File: src/rtl/radix_scatter_write_combining_macros.svh
// Assertion macros for the radix scatter write-combining block.
// Included by the top level; no other dependencies.
`ifndef RADIX_SCATTER_WRITE_COMBINING_MACROS_SVH
`define RADIX_SCATTER_WRITE_COMBINING_MACROS_SVH

// Same-cycle implication, disabled while reset is asserted.
`define RSWC_ASSERT_IMPL(lbl, ant, cons, msg) \
  lbl: assert property (@(posedge clk_i) disable iff (!rst_ni) (ant) |-> (cons)) \
    else $error(msg);

// Next-cycle implication, disabled while reset is asserted.
`define RSWC_ASSERT_NEXT(lbl, ant, cons, msg) \
  lbl: assert property (@(posedge clk_i) disable iff (!rst_ni) (ant) |=> (cons)) \
    else $error(msg);

`endif

File: src/rtl/rswc_pkg.sv
// Shared types and constants for the radix scatter write-combining block.
// No dependencies.
package rswc_pkg;

  localparam int KEY_W       = 32;
  localparam int BKT_W_MAX   = 16;
  localparam int CNT_W_MAX   = 4;
  localparam int CFG_W       = 5;
  localparam int IDX_W       = 12;

  // Register indexes of the configuration port
  localparam logic CFG_DIGIT_SHIFT = 1'b0;
  localparam logic CFG_BASE_PHASE  = 1'b1;

  typedef enum logic [1:0] {
    CMD_LOAD   = 2'd0,
    CMD_KEY    = 2'd1,
    CMD_FLUSH  = 2'd2,
    CMD_IGNORE = 2'd3
  } cmd_e;

  // One classified command as it waits in the queue
  typedef struct packed {
    cmd_e                   cmd;
    logic [BKT_W_MAX-1:0]   bucket;
    logic [KEY_W-1:0]       data;    // key for scatter, start offset for load
    logic [CNT_W_MAX-1:0]   head;    // head words of the start offset (load)
  } entry_t;

  // Status of the back end toward the top level
  typedef struct packed {
    logic clearing;
    logic idle;
  } back_stat_t;

endpackage

File: src/rtl/rswc_fifo.sv
// Two-entry queue between the front and back ends.
// Depends on rswc_pkg.
module rswc_fifo (
  input  logic             clk_i,
  input  logic             rst_ni,
  input  logic             push_i,
  input  rswc_pkg::entry_t din_i,
  output logic             full_o,
  input  logic             pop_i,
  output rswc_pkg::entry_t dout_o,
  output logic             empty_o
);
  import rswc_pkg::*;

  entry_t     mem_q [2];
  logic       wr_ptr_q, rd_ptr_q;
  logic [1:0] cnt_q;

  assign full_o  = (cnt_q == 2'd2);
  assign empty_o = (cnt_q == 2'd0);
  assign dout_o  = mem_q[rd_ptr_q];

  // Pointers and fill level
  always_ff @(posedge clk_i or negedge rst_ni) begin
    if (!rst_ni) begin
      wr_ptr_q <= 1'b0;
      rd_ptr_q <= 1'b0;
      cnt_q    <= 2'd0;
    end else begin
      if (push_i) wr_ptr_q <= ~wr_ptr_q;
      if (pop_i)  rd_ptr_q <= ~rd_ptr_q;
      cnt_q <= cnt_q + 2'(push_i) - 2'(pop_i);
    end
  end

  // Storage
  always_ff @(posedge clk_i) begin
    if (push_i) mem_q[wr_ptr_q] <= din_i;
  end

endmodule

File: config.mk
export PLATFORM = sky130hd
export DESIGN_NAME = rswc_fifo
export DESIGN_NICKNAME = d
export VERILOG_FILES = /design/src/rtl/radix_scatter_write_combining_macros.svh /design/src/rtl/rswc_pkg.sv /design/src/rtl/rswc_fifo.sv
export SDC_FILE = /design/constraint.sdc
export NUM_CORES = 1
export LEC_CHECK = 0
export BUFFER_PORTS_ARGS = -buffer_cell sky130_fd_sc_hd__clkbuf_2
export CORE_ASPECT_RATIO = 1.4
export CORE_MARGIN = 5
export CORE_UTILIZATION = 54
export CTS_BUF_LIST = sky130_fd_sc_hd__clkbuf_8
export CTS_CLUSTER_DIAMETER = 30
export DETAILED_ROUTE_END_ITERATION = 8
export GPL_TIMING_DRIVEN = 0
export PLACE_DENSITY = 0.82
export RECOVER_POWER = 100
export SLEW_MARGIN = 20
export SYNTH_ARGS = -nofsm -noshare
export SYNTH_HDL_FRONTEND = slang
export SYNTH_SLANG_ARGS = --single-unit
File: constraint.sdc
create_clock -name clk_i -period 4.2 [get_ports clk_i]
set_input_delay 0.21 -clock clk_i [delete_from_list [all_inputs] [get_ports clk_i]]
set_output_delay 0.21 -clock clk_i [all_outputs]
set_load 0.02 [all_outputs]
==> reports/summary.md <==
Wires add up to 7100 microns. The tools report the worst max-slew margin expressed relative to the limit as -0.678. The endpoint of the most critical register-to-register path is mem_q[1][12]. The type of the tightest min-delay check is primary input to register. The post-layout utilization of the core is 0.628.

After floorplanning, the core was divided into 38 placement rows. The wire-length estimate of the detail-placed layout is 4950 microns. Data on the critical path is required at its endpoint by 4.13 ns.

The critical path depth was 1; the worst-case setup margin in the final layout was 1.50 ns. Startpoint of the lowest-slack register-to-register path: wr_ptr_q. Yosys attributes the largest share of cell area to sky130_fd_sc_hd__edfxtp_1 (75%), sky130_fd_sc_hd__mux2_4 (17%), sky130_fd_sc_hd__buf_12 (2.3%). The run gives 55 as the count of pins over their slew limit. sky130_fd_sc_hd__edfxtp_1 takes more of the synthesized area than any other cell. Clock-pin slew was measured on the worst setup and hold paths at 0.09 ns. The run gives 0.0315 ns as the worst hold slack.

The worst setup path is captured at a register. The clock net in this run drives a total of 112 sinks. Setup repair after global routing left no endpoint under its margin. The hold-critical path depth works out to 1. The flow ran to the end, but the final reports show violations.

After the last flow step, the layout net total stands at 370. The yosys synthesis warning count came out at 0. The core box area is 7800 sq um, and the clock skew after layout is 0.00548 ns. At the worst endpoint, the arrival time is 2.63 ns. Summed over all cells, the static leakage comes to 0.00179 uW. Counting both buffers and inverters, the worst setup path holds a total of 0. The run gives 0 as the final count of hold timing violations.

In the routed design, unresolved DRC markers number 0. The run gives 183 as the number of standard cells after synthesis. The run gives 4 as the detailed-router iteration count before antenna repair. The count of max-cap constraint violations is 1.

OpenSTA, run right after detailed placement, puts the worst setup slack at 2.70 ns. At the end of routability-driven placement, the weighted congestion stood at 0.716. The checks that failed: max-capacitance violations, max-slew violations. The count of placed standard cells including taps is 398, and the area of the multi-input gates is 738 sq um.

The worst setup path is of the register to register kind. Measured along the y axis, the die boundary spans 116 microns. Input and output buffers added on the ports amount to 113. The clock reaches the later pin of the worst-skew pair after 0.36 ns. For this run, the number of standard cells in the final layout without fillers is 413.

The register area share after synthesis is 0.770, and the number of cells on the worst reg-to-reg path is 1. The category of cells accounting for the largest share of critical-path delay is simple AND/OR/NAND/NOR gates. TritonCTS built the clock tree. The number of nets produced by synthesis was 243; the final critical-path share of the clock period was 0.643. In this run the remaining antenna-violating nets after routing total 0. Setup violations remaining at the end of the flow were counted as 0. The hold path startpoint was din_i[25]. The total overflow left after global routing is 0.

The longest clock path from root to sink contains 2 buffers. In this run, the number of DRC markers left after iteration 0 of detailed routing was 85. For this run, the top clock speed supported by timing is 370 MHz.

The pin slew with the least headroom to its limit came out at 2.52 ns. The mean area per synthesized cell works out to 23.7 sq um. The global router's overall resource usage is 0.148, and the post-detailed-route via-to-cell ratio is 5.03. Total power per unit cell area: 648 nW/um^2.

The horizontal extent of the die came out at 85.8 microns. Traced cell by cell, the critical path runs through and2_1. The worst hold path terminates at mem_q[0][25]. VDD sags by at most 0.000394 V. The delay of the slowest cell on the worst path was 1.83 ns; the layout filler cell count was 649. Entering global routing, the biggest net connects 55 pins. The design draws 3170 uW. The area added between synthesis and finish works out to 12.7%. STA classifies the critical path startpoint as a register.

The cell area that synthesis handed to floorplanning was 4340 sq um. The maximum fanout count along the critical path works out to 54. The tools report the effective utilization at floorplan as 0.557. The share of the synthesized area in the top cell type is 0.747.

The number of gates given a new drive strength after cts is 0. The per-cell routed wire length is 17.2 microns, and the register bit total from synthesis is 112. TritonCTS created 9 clock buffers.

The number of ports placed on the die boundary was 114; the number of H-tree levels was 3. The register-to-register setup slack came out at 1.50 ns. 0 antenna diodes ended up in the layout. The slowest stage cell on the critical path was sky130_fd_sc_hd__and2_1. The clock root buffer was sky130_fd_sc_hd__clkbuf_8. The wire length of the first global-routing pass is 10,700 microns. The minimum period implied by the final worst setup slack is 2.70 ns. The die covers 9960 sq um. The routed layout has 2,079 vias. The share of layout cells above drive strength 1 was 0.272; the number of antenna violations at the first check in global routing was 0.

The tools report the count of distinct cell types in the synthesized netlist as 13. Via count of the first global-routing pass: 2,174. Registers take 3340 sq um.
[power breakdown]
part,switching (uW),internal [uW],total [uW]
Sequential,52.7,1500,1550
Clock,309,200,509
Combinational,712,405,1120
Total,1070,2100,3170
[cells in the mapped netlist]
master,n
sky130_fd_sc_hd__and2_1,1
sky130_fd_sc_hd__buf_12,5
sky130_fd_sc_hd__buf_6,1
sky130_fd_sc_hd__dfrtp_1,4
sky130_fd_sc_hd__edfxtp_1,108
sky130_fd_sc_hd__ha_1,2
sky130_fd_sc_hd__inv_1,2
sky130_fd_sc_hd__mux2_2,5
sky130_fd_sc_hd__mux2_4,49
sky130_fd_sc_hd__nor2_1,1
sky130_fd_sc_hd__nor2b_1,2
sky130_fd_sc_hd__xor2_1,2
sky130_fd_sc_hd__xor3_1,1
[routing by layer]
| metal | routed length (microns) | up-vias | track usage |
|---|---|---|---|
| met5 | 0 | - | 0 |
| met3 | 431 | 21 | 0.0296 |
| met2 | 3910 | 78 | 0.266 |
| met4 | 257 | 0 | 0.102 |
| li1 | - | 968 | - |
| met1 | 2500 | 1012 | 0.153 |
[registers in the layout, indices dropped and copies added, names as in the netlist]
| name | count |
|---|---|
| wr_ptr_q | 1 |
| rd_ptr_q | 1 |
| cnt_q | 2 |
| mem_q | 108 |
[through the flow]
| stage | cell area, sq um | TNS (ns) |
|---|---|---|
| after global placement | 5030 | -13.30 |
| after detailed placement | 5100 | 0 |
| after CTS | 5250 | 0 |
| final | 4900 | 0 |
| after floorplan | 4340 | 0 |
| after global routing | 4900 | 0 |
[what timing repair did]
| item | in CTS | in global routing |
|---|---|---|
| buffers inserted | 0 | 0 |
| endpoints found under the hold margin | 4 | 0 |
| hold buffers | 1 | 0 |
[layout by cell type (no fill, tap or decap)]
cell type and instances:
sky130_fd_sc_hd__clkinv_1 1, sky130_fd_sc_hd__clkbuf_1 62, sky130_fd_sc_hd__ha_1 2, sky130_fd_sc_hd__edfxtp_1 108, sky130_fd_sc_hd__clkinv_2 1, sky130_fd_sc_hd__inv_1 5
sky130_fd_sc_hd__xor2_1 2, sky130_fd_sc_hd__clkbuf_2 59, sky130_fd_sc_hd__nor2b_1 2, sky130_fd_sc_hd__clkbuf_8 9, sky130_fd_sc_hd__and2_1 1, sky130_fd_sc_hd__mux2_4 11
sky130_fd_sc_hd__mux2_1 38, sky130_fd_sc_hd__dlygate4sd3_1 1, sky130_fd_sc_hd__nor2_1 1, sky130_fd_sc_hd__xor3_1 1, sky130_fd_sc_hd__dfrtp_1 4, sky130_fd_sc_hd__mux2_2 5
[worst max-delay path by stage]
stage	start	slack [ns]	end
finish	wr_ptr_q	1.50	mem_q[1][12]
global route	wr_ptr_q	1.30	mem_q[1][0]
CTS	rd_ptr_q	2.40	dout_o[31]
detailed placement	wr_ptr_q	2.70	mem_q[1][7]
global placement	wr_ptr_q	-0.25	mem_q[0][10]
floorplan	wr_ptr_q	0.92	mem_q[0][0]
[cells by family (layout without fill, tap and decap cells)]
family | after synthesis | after routing | synth area share
xor gates and xnor gates | 3 | 3 | 0.00951
adders and majority gates | 2 | 2 | 0.00576
muxes | 54 | 54 | 0.182
buffers and inverters | 8 | 138 | 0.0274
and+or+nand+nor | 4 | 4 | 0.00519
DFF | 112 | 112 | 0.770
[final cells by class]
type,count,share of cell area
Timing Repair Buffer,116,0.105
Multi-Input combinational cell,63,0.151
Tap cell,100,0.0256
Buffer,6,0.00460
Clock inverter,5,0.00409
Sequential cell,112,0.683
Inverter,2,0.00153
Clock buffer,9,0.0253
Power figures use the tool's default switching activity.
