--- src/rtl/radix_scatter_write_combining_macros.svh ---
// Assertion macros for the radix scatter write-combining block.
// Included by the top level; no other dependencies.
`ifndef RADIX_SCATTER_WRITE_COMBINING_MACROS_SVH
`define RADIX_SCATTER_WRITE_COMBINING_MACROS_SVH

// Same-cycle implication, disabled while reset is asserted.
`define RSWC_ASSERT_IMPL(lbl, ant, cons, msg) \
  lbl: assert property (@(posedge clk_i) disable iff (!rst_ni) (ant) |-> (cons)) \
    else $error(msg);

// Next-cycle implication, disabled while reset is asserted.
`define RSWC_ASSERT_NEXT(lbl, ant, cons, msg) \
  lbl: assert property (@(posedge clk_i) disable iff (!rst_ni) (ant) |=> (cons)) \
    else $error(msg);

`endif

--- src/rtl/rswc_pkg.sv ---
// Shared types and constants for the radix scatter write-combining block.
// No dependencies.
package rswc_pkg;

  localparam int KEY_W       = 32;
  localparam int BKT_W_MAX   = 16;
  localparam int CNT_W_MAX   = 4;
  localparam int CFG_W       = 5;
  localparam int IDX_W       = 12;

  // Register indexes of the configuration port
  localparam logic CFG_DIGIT_SHIFT = 1'b0;
  localparam logic CFG_BASE_PHASE  = 1'b1;

  typedef enum logic [1:0] {
    CMD_LOAD   = 2'd0,
    CMD_KEY    = 2'd1,
    CMD_FLUSH  = 2'd2,
    CMD_IGNORE = 2'd3
  } cmd_e;

  // One classified command as it waits in the queue
  typedef struct packed {
    cmd_e                   cmd;
    logic [BKT_W_MAX-1:0]   bucket;
    logic [KEY_W-1:0]       data;    // key for scatter, start offset for load
    logic [CNT_W_MAX-1:0]   head;    // head words of the start offset (load)
  } entry_t;

  // Status of the back end toward the top level
  typedef struct packed {
    logic clearing;
    logic idle;
  } back_stat_t;

endpackage

--- src/rtl/rswc_head.sv ---
// Head-word calculator: words left from an offset to the next line boundary.
// Depends on rswc_pkg.
module rswc_head #(
  parameter int LINE_WORDS = 16
) (
  input  logic [rswc_pkg::KEY_W-1:0]     offset_i,
  input  logic [3:0]                     phase_i,
  output logic [rswc_pkg::CNT_W_MAX-1:0] head_o
);
  import rswc_pkg::*;

  // 16^k mod LINE_WORDS, one weight per nibble
  localparam int W0 = 1 % LINE_WORDS;
  localparam int W1 = (W0 * 16) % LINE_WORDS;
  localparam int W2 = (W1 * 16) % LINE_WORDS;
  localparam int W3 = (W2 * 16) % LINE_WORDS;
  localparam int W4 = (W3 * 16) % LINE_WORDS;
  localparam int W5 = (W4 * 16) % LINE_WORDS;
  localparam int W6 = (W5 * 16) % LINE_WORDS;
  localparam int W7 = (W6 * 16) % LINE_WORDS;
  localparam logic [3:0] WGT [8] = '{4'(W0), 4'(W1), 4'(W2), 4'(W3),
                                     4'(W4), 4'(W5), 4'(W6), 4'(W7)};
  // Reciprocal for the final reduction of an 11-bit sum
  localparam int RSH = 20;
  localparam logic [19:0] RECIP = 20'(((1 << RSH) + LINE_WORDS - 1) / LINE_WORDS);

  logic [10:0] sum;
  logic [30:0] prod;
  logic [10:0] quo;
  logic [10:0] rem;
  logic [3:0]  pos;

  // Fold nibbles by their weights, then one reciprocal multiply
  always_comb begin
    sum = 11'(phase_i);
    for (int k = 0; k < 8; k++) begin
      sum = sum + 11'(8'(offset_i[4*k +: 4]) * 8'(WGT[k]));
    end
    prod = 31'(sum) * 31'(RECIP);
    quo  = prod[RSH +: 11];
    rem  = sum - 11'(quo * 11'(LINE_WORDS));
    pos  = rem[3:0];
    head_o = (pos == 4'd0) ? 4'd0 : 4'(LINE_WORDS) - pos;
  end

endmodule

--- src/rtl/rswc_front.sv ---
// Front end: accepts command beats, extracts the bucket, precomputes head words.
// Depends on rswc_pkg and rswc_head.
module rswc_front #(
  parameter int DIGIT_BITS = 12,
  parameter int LINE_WORDS = 16
) (
  input  logic                       in_valid_i,
  output logic                       in_ready_o,
  input  logic [1:0]                 command_i,
  input  logic [rswc_pkg::KEY_W-1:0] key_value_i,
  input  logic [rswc_pkg::IDX_W-1:0] bucket_index_i,
  input  logic [rswc_pkg::KEY_W-1:0] start_offset_i,
  input  logic [4:0]                 digit_shift_i,
  input  logic [3:0]                 base_phase_i,
  input  logic                       clearing_i,
  output logic                       push_o,
  output rswc_pkg::entry_t           entry_o,
  input  logic                       full_i
);
  import rswc_pkg::*;

  logic [KEY_W-1:0]     shifted;
  logic [BKT_W_MAX-1:0] idx_ext;
  logic [CNT_W_MAX-1:0] head;
  cmd_e                 cmd;

  rswc_head #(.LINE_WORDS(LINE_WORDS)) u_head (
    .offset_i (start_offset_i),
    .phase_i  (base_phase_i),
    .head_o   (head)
  );

  assign in_ready_o = !full_i && !clearing_i;
  assign push_o     = in_valid_i && in_ready_o;

  // Classify the beat
  always_comb begin
    cmd     = cmd_e'(command_i);
    shifted = key_value_i >> digit_shift_i;
    idx_ext = BKT_W_MAX'(bucket_index_i);
    entry_o.cmd  = cmd;
    entry_o.head = head;
    if (cmd == CMD_KEY) begin
      entry_o.bucket = BKT_W_MAX'(shifted[DIGIT_BITS-1:0]);
      entry_o.data   = key_value_i;
    end else begin
      entry_o.bucket = BKT_W_MAX'(idx_ext[DIGIT_BITS-1:0]);
      entry_o.data   = start_offset_i;
    end
  end

endmodule

--- config.mk ---
export PLATFORM = sky130hd
export DESIGN_NAME = rswc_front
export DESIGN_NICKNAME = d
export VERILOG_FILES = /design/src/rtl/radix_scatter_write_combining_macros.svh /design/src/rtl/rswc_pkg.sv /design/src/rtl/rswc_head.sv /design/src/rtl/rswc_front.sv
export SDC_FILE = /design/constraint.sdc
export NUM_CORES = 1
export LEC_CHECK = 0
export BUFFER_PORTS_ARGS = -buffer_cell sky130_fd_sc_hd__clkbuf_2
export CAP_MARGIN = 15
export CELL_PAD_IN_SITES_DETAIL_PLACEMENT = 0
export CELL_PAD_IN_SITES_GLOBAL_PLACEMENT = 2
export CORE_MARGIN = 2
export CORE_UTILIZATION = 21
export DETAILED_ROUTE_END_ITERATION = 8
export PLACE_DENSITY_LB_ADDON = 0.08
export RECOVER_POWER = 100
export SLEW_MARGIN = 20
export SYNTH_ARGS = -nofsm -noshare
export SYNTH_HDL_FRONTEND = slang
export SYNTH_SLANG_ARGS = --single-unit
export TNS_END_PERCENT = 1
--- constraint.sdc ---
create_clock -name vclk -period 2.55
set_input_delay 0.6375 -clock vclk [all_inputs]
set_output_delay 0.6375 -clock vclk [all_outputs]
set_load 0.05 [all_outputs]
==> reports/qor.yml, run 1 <==
wl_mm: 10.7
setup_viol: 15
use_met3_pct: 0.820
die_w_um: 111
power_density_nw_per_um2: 280
die_area_um2: 12400
placedCellCount: 686
overflow: 0
detail_route.vias_per_cell: 4.68
ir_drop_uv: 177
yosysSeqAreaShare_pct: 0
dpl_cell_area_um2: 4050
failed_checks: "setup timing"
seq_area_um2: 0
post-route-cell-area_um2: 4450
drtPass1Iterations: 4
grt_use_met1_pct: 23.9
io_buffers: 142
grt_pass1_vias: 3136
fin_cells: 691
fp-row-count: 39
start_kind: "primary input"
synth.distinct_cells: 51
fin_setup_tns_ns: -5.98
initial_core_util_pct: 21.3
crit_type: "in -> out"
hpwlAfterDp_mm: 8.93
cpMostUsedCell: "buf_12"
outcome: "finished, violations left"
die_h_um: 111
drive_gt1_share_pct: 57.5
slew_violations: 0
dr.first_iter.drc_count: 100
antenna_found_initial: 0
cp_slowest_cell: "mux4_2"
busiest_layer: "met2"
hold_class: "in -> out"
max_freq_mhz: 329
ys_warn_count: 0
final_core_util_pct: 39.3
synthCells: 336
layout.nets: 645
timing.final.crit_period_ns: 3.04
post-place-ws_ns: -0.783
diodes: 0
critical_path_arrival_ns: 2.40
critPathMaxStageDelay_ns: 0.55
max-cap-violations: 0
crit_required_ns: 1.91
rsz0062_at_grt: "true"
post_drt_wl_per_cell_um: 15.5
area_growth_pct: 84.4
grt_util_all_layers_pct: 16.3
drtAntennaViolNets: 0
core_um2: 11300
route.detailed.drc: 0
p_leak_nw: 2.22
path_cells: "clkbuf_16, buf_12, mux4_2, mux2i_1, a2111oi_2, buf_4, a211o_1, buf_12"
path_max_fanout: 6
worst_slew_pin_slew_ns: 0.596
relSlewSlack_pct: 60.4
grt_pass1_wl_mm: 16.8
hold_viol: 0
ios: 146
fin_ws_ns: -0.491
finalCritPeriodShare_pct: 119
nClkBuffers: 0
place.gp.congestion: 0.879
vias: 3231
syn-cell-area_um2: 2410
globalRouteMet2Util_pct: 28.2
syn_avg_cell_area_um2: 7.19
seq_cell_count: 0
critical_path.endpoint_type: "primary output"
grt_max_degree: 34
## worst max-delay path, delay by kind of cell
family                 cells  cell delay, ns
multiplexers               2            0.80
buffers and inverters      4            0.58
AO/OA/AOI/OAI              2            0.38
## stage by stage
stage / hold slack [ns] / power (mW)
floorplan: 1.44 / 0.697
global placement: 1.61 / 1.12
detailed placement: 1.61 / 1.13
CTS: 1.61 / 1.21
global route: 1.65 / 1.32
finish: 1.61 / 1.25
## cells in the mapped netlist, types with 2 or more instances
cell type,n,area share (%)
clkbuf_1,10,1.6
o221ai_1,3,1.1
nand2_1,117,18
buf_4,9,2.8
nand2b_1,2,0.52
o31ai_1,2,0.62
a31oi_1,3,0.78
o21ai_0,10,2.1
nor2b_1,4,1.0
a2111oi_0,2,0.73
buf_6,5,2.3
o21ai_1,2,0.41
mux2i_1,35,15
o311ai_0,3,1.1
nor2_1,19,3.0
a22oi_1,3,0.93
a211oi_1,3,0.93
and2_1,4,1.0
mux4_2,18,17
xor2_1,3,1.1
buf_2,9,1.9
mux2_2,8,3.7
and3_1,2,0.52
a211o_1,2,0.73
nor3_1,2,0.41
mux4_1,4,4.4
ha_1,4,2.1
nand3_1,4,0.83
inv_1,7,1.1
o211ai_1,5,1.6
a21oi_1,9,1.9
o22a_1,4,1.5
## per-layer routing
layer  routed length (um)  share of wire, %
met1                 5070                47
met2                 5220                49
met3                  433               4.0
met4                    0                 0
met5                    0                 0
## cell usage in the layout (no fill, tap or decap), types with 6 or more instances in the layout
| master | synthesis | layout |
|---|---|---|
| clkbuf_2 | 0 | 120 |
| nand2_1 | 117 | 117 |
| buf_4 | 9 | 94 |
| mux2i_1 | 35 | 21 |
| mux4_2 | 18 | 18 |
| nor2_1 | 19 | 17 |
| mux2i_2 | 0 | 14 |
| buf_12 | 1 | 11 |
| inv_1 | 7 | 7 |
| a21oi_1 | 9 | 6 |
| mux2_2 | 8 | 6 |
## worst paths after layout
check,start,end,slack [ns],cells past startpoint
worst max-delay path,digit_shift_i[1],entry_o[39],-0.49,8
worst min-delay path,bucket_index_i[5],entry_o[41],1.61,4
## final cells by class
type	instances	area, um2
timing repair buffer	245	1810
inverter	8	30.0
tap	143	179
fill	1249	6870
multi-input combinational	295	2430
## power breakdown
| part | switching, mW | leakage (nW) | internal, mW |
|---|---|---|---|
| Sequential | 0 | 0 | 0 |
| Clock | 0 | 0 | 0 |
| Combinational | 0.705 | 2.22 | 0.542 |
## kinds of logic after synthesis
family          share of synthesized area (%)
compound gates                           18.3
xor+xnor                                 1.45
fa+ha+maj                                2.90
buf+inv                                  11.4
mux                                      39.4
other cells                             0.155
simple gates                             26.4
## timing repair
action / CTS / global route
endpoints found under the setup margin: 16 / 16
hold buffers: 0 / 0
buffers inserted: 1 / 1
cloned: 2 / 1
pin swaps: 15 / 7
gates resized for setup: 50 / 32
Note: power is estimated with default switching activity, not from simulation.
==> inputs of run 2 (changes only) <==
--- a/config.mk
+++ b/config.mk
@@ -5,13 +5,16 @@
 export SDC_FILE = /design/constraint.sdc
 export NUM_CORES = 1
 export LEC_CHECK = 0
+export ABC_AREA = 1
 export BUFFER_PORTS_ARGS = -buffer_cell sky130_fd_sc_hd__clkbuf_2
 export CAP_MARGIN = 15
 export CELL_PAD_IN_SITES_DETAIL_PLACEMENT = 0
 export CELL_PAD_IN_SITES_GLOBAL_PLACEMENT = 2
 export CORE_MARGIN = 2
-export CORE_UTILIZATION = 21
+export CORE_UTILIZATION = 16
 export DETAILED_ROUTE_END_ITERATION = 8
+export GPL_TIMING_DRIVEN = 0
+export MAX_ROUTING_LAYER = met4
 export PLACE_DENSITY_LB_ADDON = 0.08
 export RECOVER_POWER = 100
 export SLEW_MARGIN = 20
==> reports/qor.yml, run 2 <==
outcome: "finished, violations left"
failed_checks: "setup timing"
drive_gt1_share_pct: 33.2
max_freq_mhz: 364
cp-startpoint: "start_offset_i[0]"
synth.distinct_cells: 22
wl_mm: 11.5
path_cells: "buf_8, ha_4, inv_2, fa_1, ha_2, inv_2, nor2_4, nand3b_1, o21ai_2, buf_8"
yosysSeqAreaShare_pct: 0
detail_route.vias_per_cell: 4.45
p_int_mw: 0.324
dr.first_iter.drc_count: 189
clock_power_share_pct: 0
fin_cells: 797
netlist.area_leader.share_pct: 40.3
worst_slew_pin_slew_ns: 0.599
switching_share_pct: 67.5
setup_viol: 15
diodes: 0
io_buffers: 141
post_drt_wl_per_cell_um: 14.5
initial_core_util_pct: 16.2
crit_required_ns: 1.91
critical_path_arrival_ns: 2.11
fp-row-count: 42
layout_common_cells: "nand2_1 (226), nand3_1 (118), clkbuf_2 (107)"
power_density_nw_per_um2: 293
grt_util_all_layers_pct: 16.2
rsz0062_at_grt: "true"
ir_drop_uv: 101
critical_path.endpoint_type: "primary output"
overflow: 0
area_growth_pct: 60.7
grt_pass1_wl_mm: 18.0
core_um2: 13100
route.detailed.drc: 0
max-cap-violations: 0
start_kind: "primary input"
layout_commonest_cell: "nand2_1"
yosysTopAreaCell: "nand2_1"
fin_ws_ns: -0.196
ys_warn_count: 0
critPathMaxStageDelay_ns: 0.43
seq_cell_count: 0
hpwlAfterDp_mm: 9.48
cp-endpoint: "entry_o[3]"
die_area_um2: 14200
nClkBuffers: 0
place.gp.congestion: 0.831
seq_power_share_pct: 0
synth_area_leaders: "nand2_1 (40%), nand3_1 (29%), nor2_1 (4.6%), a21oi_1 (4.0%), buf_4 (3.2%)"
drtAntennaViolNets: 0
seq_area_um2: 0
finalCritPeriodShare_pct: 108
relSlewSlack_pct: 60.2
antenna_found_initial: 0
synthCells: 474
die_w_um: 119
nFillCells: 1584
p_leak_nw: 1.96
pwr-share-comb_pct: 100.0
slew_violations: 0
crit_type: "in -> out"
vias: 3543
synth_common_cells: "nand2_1 (228), nand3_1 (125), nor2_1 (26), inv_1 (18), a21oi_1 (17)"
grt_max_degree: 11
drtPass1Iterations: 4
syn-cell-area_um2: 2120
die_h_um: 119
ios: 146
syn_avg_cell_area_um2: 4.48
cp_slowest_cell: "fa_1"
yosysMostFrequentCell: "nand2_1"
layout.nets: 718
hold_class: "in -> out"
placedCellCount: 794
grt_pass1_vias: 3461
fin_setup_tns_ns: -1.06
hold_viol: 0
p_sw_mw: 0.674
timing.final.crit_period_ns: 2.75
path_max_fanout: 3
final_core_util_pct: 26.1
## run 2: what timing repair did
item                       in CTS  in global routing
gates resized for setup        71                 46
pin swaps                       5                  6
setup endpoints to repair      48                 47
hold buffers                    0                  0
setup buffers                   1                  2
## run 2: critical path, delay by kind of cell
family / cells / cell delay (ns)
AO/OA/AOI/OAI: 1 / 0.09
adder cells (fa/ha/maj): 3 / 0.79
buffers and inverters: 4 / 0.36
AND/OR/NAND/NOR: 2 / 0.21
## run 2: stage by stage
step                      power, mW  hold WS (ns)  setup slack (ns)  area, um2
after floorplan               0.629          1.44            -0.242       2140
after global placement        0.899          1.61            -0.476       3070
after detailed placement      0.898          1.63            -0.489       3070
after CTS                     0.990          1.63            -0.239       3350
after global routing           1.08          1.64            -0.249       3410
final                         0.998          1.63            -0.196       3410
## run 2: how the worst min path moves through the flow
stage	to	depth (start not counted)	slack, ns	start
final	entry_o[41]	4	1.63	bucket_index_i[5]
after detailed placement	in_ready_o	3	1.63	full_i
after floorplan	entry_o[52]	1	1.44	command_i[0]
after CTS	in_ready_o	3	1.63	full_i
after global placement	in_ready_o	3	1.61	full_i
after global routing	entry_o[43]	4	1.64	bucket_index_i[7]
## run 2: layer usage
metal | vias to the layer above | global-route usage (%) | share of wire, %
met2 | 99 | 28.6 | 49
met5 | - | - | 0
met3 | 4 | 0.814 | 3.8
met4 | 0 | 1.12 | 0.72
li1 | 1832 | - | -
met1 | 1608 | 21.3 | 46
## run 2: cells by family (layout without fill, tap and decap cells)
| family | Yosys count | in the layout | synth area share [%] |
|---|---|---|---|
| xor gates and xnor gates | 3 | 3 | 1.24 |
| buffers and inverters | 55 | 199 | 13.1 |
| and+or+nand+nor | 382 | 382 | 75.4 |
| AOI/OAI and AO/OA | 28 | 28 | 6.78 |
| adders and majority gates | 5 | 5 | 3.30 |
| other | 1 | 4 | 0.177 |
## run 2: final cells by class
class / instances / area (um2) / area share, %
plain buffers: 35 / 246 / 7.22
inverters: 20 / 80.1 / 2.35
multi-input cells: 422 / 1980 / 58.0
well taps: 176 / 220 / 6.45
repair buffers: 144 / 887 / 26.0
## run 2: power by group through the flow
stage                     clock network, mW  registers (mW)  logic, mW
after floorplan                           0               0      0.629
after global placement                    0               0      0.899
after detailed placement                  0               0      0.898
after CTS                                 0               0      0.990
after global routing                      0               0       1.08
final                                     0               0      0.998
==> inputs of run 3 (changes only) <==
--- a/config.mk
+++ b/config.mk
@@ -11,7 +11,7 @@
 export CELL_PAD_IN_SITES_DETAIL_PLACEMENT = 0
 export CELL_PAD_IN_SITES_GLOBAL_PLACEMENT = 2
 export CORE_MARGIN = 2
-export CORE_UTILIZATION = 16
+export CORE_UTILIZATION = 18
 export DETAILED_ROUTE_END_ITERATION = 8
 export GPL_TIMING_DRIVEN = 0
 export MAX_ROUTING_LAYER = met4
==> constraint.sdc (replaced) <==
create_clock -name vclk -period 3
set_input_delay 0.75 -clock vclk [all_inputs]
set_output_delay 0.75 -clock vclk [all_outputs]
set_load 0.05 [all_outputs]
==> reports/qor.yml, run 3 (synthesis results as in run 2) <==
outcome: "finished, violations left"
failed_checks: "setup timing"
seq_cell_count: 0
core_um2: 11500
max-cap-violations: 0
max_freq_mhz: 332
path_max_fanout: 3
timing.final.crit_period_ns: 3.01
start_kind: "primary input"
multi_input_area_um2: 1920
grt_pass1_vias: 3377
diodes: 0
vias: 3475
power_density_nw_per_um2: 250
layout_commonest_cell: "nand2_1"
nFillCells: 1413
die_w_um: 113
post_drt_wl_per_cell_um: 14.2
place.gp.congestion: 0.848
cp-startpoint: "start_offset_i[0]"
critPathMaxStageDelay_ns: 0.46
holdBufCountCts: 0
rsz0062_at_grt: "true"
layout.nets: 716
crit_type: "in -> out"
fin_ws_ns: -0.0125
final_core_util_pct: 27.6
nClkBuffers: 0
dr.first_iter.drc_count: 141
wl_mm: 10.8
globalRouteMet2Util_pct: 30.3
cp_top_family: "adder cells"
hpwlAfterDp_mm: 9.12
grt_util_all_layers_pct: 17.0
use_met3_pct: 0.486
post-route-cell-area_um2: 3170
area_growth_pct: 49.1
critical_path_arrival_ns: 2.26
drtAntennaViolNets: 0
grt_max_degree: 11
overflow: 0
setup_viol: 1
fin_setup_tns_ns: -0.0125
dpl_cell_area_um2: 3020
fin_cells: 762
detail_route.vias_per_cell: 4.56
worst_slew_pin_slew_ns: 0.591
ios: 146
drtPass1Iterations: 4
drive_gt1_share_pct: 29.9
initial_core_util_pct: 18.5
die_h_um: 113
die_area_um2: 12700
slew_violations: 0
critPathBufInv: 4
seq_area_um2: 0
route.detailed.drc: 0
hold_viol: 0
crit_required_ns: 2.25
hold_class: "in -> out"
placedCellCount: 761
antenna_found_initial: 0
path_cells: "clkbuf_8, ha_4, inv_2, fa_2, ha_4, inv_2, nor2_4, nand3b_1, o21ai_1, clkbuf_8"
grt_use_met1_pct: 22.1
busiest_layer: "met2"
fp-row-count: 39
io_buffers: 141
ir_drop_uv: 98.6
cp_slowest_cell: "fa_2"
p_leak_nw: 1.88
finalCritPeriodShare_pct: 100
grt_pass1_wl_mm: 17.1
layout_common_cells: "nand2_1 (228), clkbuf_2 (125), nand3_1 (123)"
critical_path.endpoint_type: "primary output"
relSlewSlack_pct: 60.8
hp-start: "bucket_index_i[7]"
==> run 3: cell count changes in the layout (fill, tap and decap cells not counted), sizes merged <==
cell / previous run / this run
clkbuf: 123 / 141
buf: 56 / 36
==> run 3: worst paths after layout <==
check           to  cells after the start
max     entry_o[3]                     10
min    entry_o[43]                      4
==> run 3: layout make-up <==
class                      count  share of cell area [%]
multi-input combinational    422                    60.7
timing repair buffer         142                    24.3
buffer                        35                    6.91
tap                          143                    5.65
inverter                      20                    2.45
==> run 3: power by group <==
| part | switching [mW] | internal, mW | leakage, nW |
|---|---|---|---|
| sequential | 0 | 0 | 0 |
| clock | 0 | 0 | 0 |
| combinational | 0.555 | 0.238 | 1.88 |
| total | 0.555 | 0.238 | 1.88 |
==> run 3: stage by stage <==
step / setup slack [ns] / hold slack (ns) / total power, mW
floorplan: -0.130 / 1.67 / 0.531
global placement: -0.258 / 1.84 / 0.758
detailed placement: -0.279 / 1.85 / 0.757
CTS: -0.0419 / 1.85 / 0.786
global route: -0.0958 / 1.91 / 0.867
finish: -0.0125 / 1.88 / 0.792
==> run 3: routing by layer <==
layer / share of wire, % / routed length, um / vias to the layer above
li1: - / - / 1834
met1: 45 / 4870 / 1534
met2: 48 / 5240 / 101
met4: 0.99 / 107 / 0
met5: 0 / 0 / -
met3: 5.5 / 594 / 6
==> run 3: tightest hold or removal path, cell delays in order <==
cell and delay [ns]:
clkbuf_2 0.08, nand2_1 0.05, nand2_1 0.05, clkbuf_4 0.20
==> run 3: what timing repair did <==
action	4_1_cts	5_1_grt
resized for setup	25	36
pin swaps	4	3
buffers inserted	1	0
setup endpoints to repair	47	35
